==> config.mk <==
export PLATFORM = sky130hd
export DESIGN_NAME = lrf_cell
export DESIGN_NICKNAME = d
export VERILOG_FILES = /design/src/design/lrf_pkg.sv /design/src/design/lrf_cell.sv
export SDC_FILE = /design/constraint.sdc
export NUM_CORES = 1
export LEC_CHECK = 0
export CORE_UTILIZATION = 40
export CTS_CLUSTER_DIAMETER = 200
export CTS_CLUSTER_SIZE = 10
export DETAILED_ROUTE_END_ITERATION = 10
export DONT_BUFFER_PORTS = 1
export PLACE_DENSITY = 0.58
export SLEW_MARGIN = 5
export SYNTH_ARGS = -nofsm -noshare
export SYNTH_HDL_FRONTEND = slang
export SYNTH_SLANG_ARGS = --single-unit
==> constraint.sdc <==
create_clock -name clk -period 0.8 [get_ports clk]
set_input_delay 0.04 -clock clk [delete_from_list [all_inputs] [get_ports clk]]
set_output_delay 0.04 -clock clk [all_outputs]
set_load 0.02 [all_outputs]
==> src/design/lrf_pkg.sv <==
`timescale 1ns / 1ps
`default_nettype none
// ----------------------------------------------------------------------------
// lrf_pkg: shared types and constants of the 5x5 local range filter
// Word layouts of both channels, configuration register indexes and the
// column summary that the horizontal cells pass along.
// ----------------------------------------------------------------------------
package lrf_pkg;

	localparam int PIX_W     = 8;
	localparam int LS_LANES  = 4;
	localparam int CFG_IDX_W = 2;
	localparam int CFG_W     = 11;
	localparam int WIN       = 5;

	localparam logic [CFG_IDX_W-1:0] CFG_WIDTH  = 2'd0;
	localparam logic [CFG_IDX_W-1:0] CFG_HEIGHT = 2'd1;

	localparam int CFG_WIDTH_RESET  = 1024;
	localparam int CFG_HEIGHT_RESET = 1024;

	localparam logic KIND_PIXEL = 1'b0;
	localparam logic KIND_DRAIN = 1'b1;

	typedef struct packed {
		logic             kind;
		logic [PIX_W-1:0] pixel_value;
	} lrf_in_t;

	typedef struct packed {
		logic [PIX_W-1:0] range_value;
		logic             row_last;
		logic             frame_last;
	} lrf_out_t;

	typedef struct packed {
		logic [PIX_W-1:0] max_v;
		logic [PIX_W-1:0] min_v;
	} lrf_col_t;

	typedef struct packed {
		logic           em;
		logic [WIN-1:0] hm;
		logic           rl;
		logic           fl;
	} lrf_emit_t;

	typedef logic [LS_LANES:0][PIX_W-1:0] lrf_taps_t;

endpackage
`default_nettype wire

==> src/design/lrf_cell.sv <==
`timescale 1ns / 1ps
`default_nettype none
// ----------------------------------------------------------------------------
// lrf_cell: one column of the horizontal window
// Holds a column maximum and minimum, hands it to the next cell on a step
// and offers it to the range reduction when its column lies in the frame.
// ----------------------------------------------------------------------------
module lrf_cell (
	input  wire logic              clk,
	input  wire logic              shift,
	input  wire logic              use_en,
	input  wire lrf_pkg::lrf_col_t d,
	output lrf_pkg::lrf_col_t      q,
	output lrf_pkg::lrf_col_t      masked
);

	always_ff @(posedge clk) begin
		if (shift) begin
			q <= d;
		end
	end

	always_comb begin
		if (use_en) begin
			masked = q;
		end else begin
			masked.max_v = '0;
			masked.min_v = '1;
		end
	end

endmodule
`default_nettype wire

# ---- Yosys cells after proc, flatten, opt, wreduce, memory -nomap -nowiden
# Index checks and enable logic that the tools add are counted.
dict set report op_classes {
  mux 1
}
# op n
set op_table {}
lappend op_table {{$mux 16} 1}
dict set report word_totals {
  input_bits 19
  reg_bits 16
  wordCells 3
  output_inout_bits 32
}

# ---- Depth between registers and ports, before layout
dict set report logic_depth {
  ltp_word 1
  mapped_depth 2
  depth_no_buf 1
}

# ---- Worst setup path before layout
# Ideal clock, no wire load.
dict set report synth_timing {
  kind {reg2out}
  start {reg q[0] (netlist bit)}
  end {out masked[0] (netlist bit)}
  path_slack_ns -0.040
  path_buffers 0
  stages_incl_launch_ff 2
  required_time_ns 0.760
  arrival_time_ns 0.800
  path_cell_list {edfxtp_1 or2b_1}
}
# item line
set synth_lines {}
lappend synth_lines {{from (decl)} lrf_cell.sv:13} ;# output lrf_pkg::lrf_col_t q,
lappend synth_lines {{from (signal assigned)} lrf_cell.sv:19} ;# q <= d;
lappend synth_lines {{to (decl)} lrf_cell.sv:14} ;# output lrf_pkg::lrf_col_t masked

==> metrics.csv <==
stage;metric;value;unit
outcome;status;finished with violations;
outcome;violations;hold timing, setup timing;
floorplan;die_h;40.51;um
sta;rsz0062_at_grt;true;
layout;syn2layout_area_growth;77.22;%
clock_network;clk_transition_reported_paths;0.08;ns
floorplan;chipWidth;40.51;um
clock_network;cts_buffers;3;
clock_network;cts_tree;yes;
layout;nets;91;
yosys;yosysTopAreaCellShare;0.8101;
yosys;synthArstFlopShare;0;
critical_path;worst_path_max_delay_cell;edfxtp_1;
global_routing;groute.usage.overall;0.1690;
sta;hold_ws;-0.1280;ns
critical_path;crit_required;0.76;ns
route;dr.pass1.iters;1;
layout;multi_input_area;170.2;um^2
layout;top_register;q;
route;wire_per_inst;14.79;um
critical_path;crit_family;flip-flops;
route;initialDrtViolationCount;0;
sta;setup-tns-final;-3.759;ns
layout;final_util;0.7880;
global_routing;grt_pass1_wl;1669;um
yosys;syn_area;593.1;um^2
yosys;ys.flop_type;edfxtp_1;
layout;top_regs;q (16);
yosys;ys_seq_elements;16;
floorplan;num_rows;13;
yosys;synth_area_leaders;edfxtp_1, and2_1, or2b_1, nand2b_1, buf_4;
global_routing;grt_max_degree;17;
critical_path;setup.worst_path.start;q[1]$_DFFE_PP_;
placed_design;dpl.cell_count;63;
clock_network;cts.path.max_buffers;2;
yosys;ys_seq_area_frac;0.8101;
clock_network;root_buffer;clkbuf_4;
sta;tightest_slew;0.1196;ns
floorplan;die_area;1641;um^2
critical_path;cp-end-kind;primary output;
sta;maxSlewViolCount;0;
hold_path;hold_path.class;in -> reg;
layout;largest_reg_flops;16;
route;via_per_inst;4.835;
placed_design;port_buffers;0;
route;ant_nets;0;
critical_path;cpPeakStageDelay;0.41;ns
yosys;synthTopCellsByCount;edfxtp_1, and2_1, nand2b_1, or2b_1, buf_4;
global_routing;grt_pass1_vias;399;
power;p_per_area;1804;nW/um^2
sta;fin_ws;-0.2167;ns
critical_path;critPathMaxFanout;2;
sta;min_period;1.017;ns
yosys;synth_cell_types;5;
critical_path;crit_type;reg -> out;
layout;antenna_cells;0;
yosys;synth_edf_count;16;
layout;regArea;480.5;um^2
floorplan;fp.coreArea;1334;um^2
critical_path;endpoint;masked[1];
critical_path;cp.depth;1;
floorplan;initial_core_util;0.4447;
yosys;syn_inst;33;
yosys;yosysTopAreaCell;edfxtp_1;
yosys;synth_nets;52;
power;peakVddDrop;1.406;mV
route;dr_total_vias;411;
sta;max_freq;983.6;MHz
floorplan;io_pins;51;
route;post-route-drc-count;0;
critical_path;path_cells;or2b_4;
critical_path;worst_setup_path_start_kind;flip-flop;
route;wl;1257;um
clock_network;cts_hold_buf;16;
yosys;avgSynthCellArea;17.97;um^2
global_routing;overflow;0;
critical_path;crit_buf_inv;0;
flow_run;cap_viol_max_count;0;
clock_network;htree_levels;1;
placed_design;place.gp.congestion;0.6214;
layout;drive_gt1_frac;0.5429;
sta;setup_violations;32;
power;p_leak;0.4350;nW
layout;stdcell_count;85;
global_routing;antenna_found_initial;0;
critical_path;cp_data_arrival_time;0.98;ns
sta;relSlewSlack;0.9203;
clock_network;cts.sinks;16;
sta;period_share;1.271;
sta;finalHoldViolations;16;
layout;fillers;79;
yosys;ys_warn_count;0;
yosys;yosysMostFrequentCell;edfxtp_1;
[logic make-up after synthesis]
logic type / synth area share
DFF: 0.8101
and+or+nand+nor: 0.1772
buffers and inverters: 0.01266
[cell type report]
type	count	share of cell area
Timing Repair Buffer	35	0.3417
Multi-Input combinational cell	16	0.1619
Tap cell	15	0.01786
Clock buffer	3	0.02143
Sequential cell	16	0.4571
[stage by stage]
stage	total power, mW	cell area (um^2)	worst slack (ns)	hold slack [ns]
after floorplan	1.255	608.1	-0.02545	0.1389
after global placement	1.350	739.5	0.1047	0.1389
after detailed placement	1.355	739.5	0.08737	0.1389
after CTS	1.889	1028	-0.2191	-0.1361
after global routing	1.977	1051	-0.2562	-0.1524
final	1.896	1051	-0.2167	-0.1280
[worst min path at each step]
stage / start / to / slack, ns / depth (start not counted)
after floorplan: d[0] / q[0]$_DFFE_PP_ / 0.14 / 0
after global placement: d[15] / q[15]$_DFFE_PP_ / 0.14 / 0
after detailed placement: d[8] / q[8]$_DFFE_PP_ / 0.14 / 0
after CTS: shift / q[13]$_DFFE_PP_ / -0.14 / 0
after global routing: shift / q[4]$_DFFE_PP_ / -0.15 / 0
final: shift / q[9]$_DFFE_PP_ / -0.13 / 0
[placed cells by master (no fill, tap or decap), drive strengths merged]
| cell type | n |
|---|---|
| and2 | 8 |
| buf | 19 |
| clkbuf | 3 |
| dlygate4sd3 | 16 |
| edfxtp | 16 |
| nand2b | 4 |
| or2b | 4 |
[where the power goes]
part           switching, mW  leakage [nW]  internal (mW)
clock                  0.217        0.0138          0.174
sequential            0.0436         0.157          0.999
combinational          0.208         0.265          0.254
total                  0.469         0.435           1.43
[per-layer routing]
layer	up-vias	global-route usage	wire (um)
li1	188	-	-
met1	198	0.1519	359
met2	23	0.3294	826
met3	2	0.03889	67
met4	0	0.1000	4
met5	-	0	0
[repair_timing]
item	in CTS	in global routing
setup endpoints to repair	32	32
gates resized for setup	37	2
gates cloned	0	0
pin swaps	7	0
endpoints found under the hold margin	32	16
buffers inserted	1	2
Note: power is estimated with default switching activity, not from simulation.
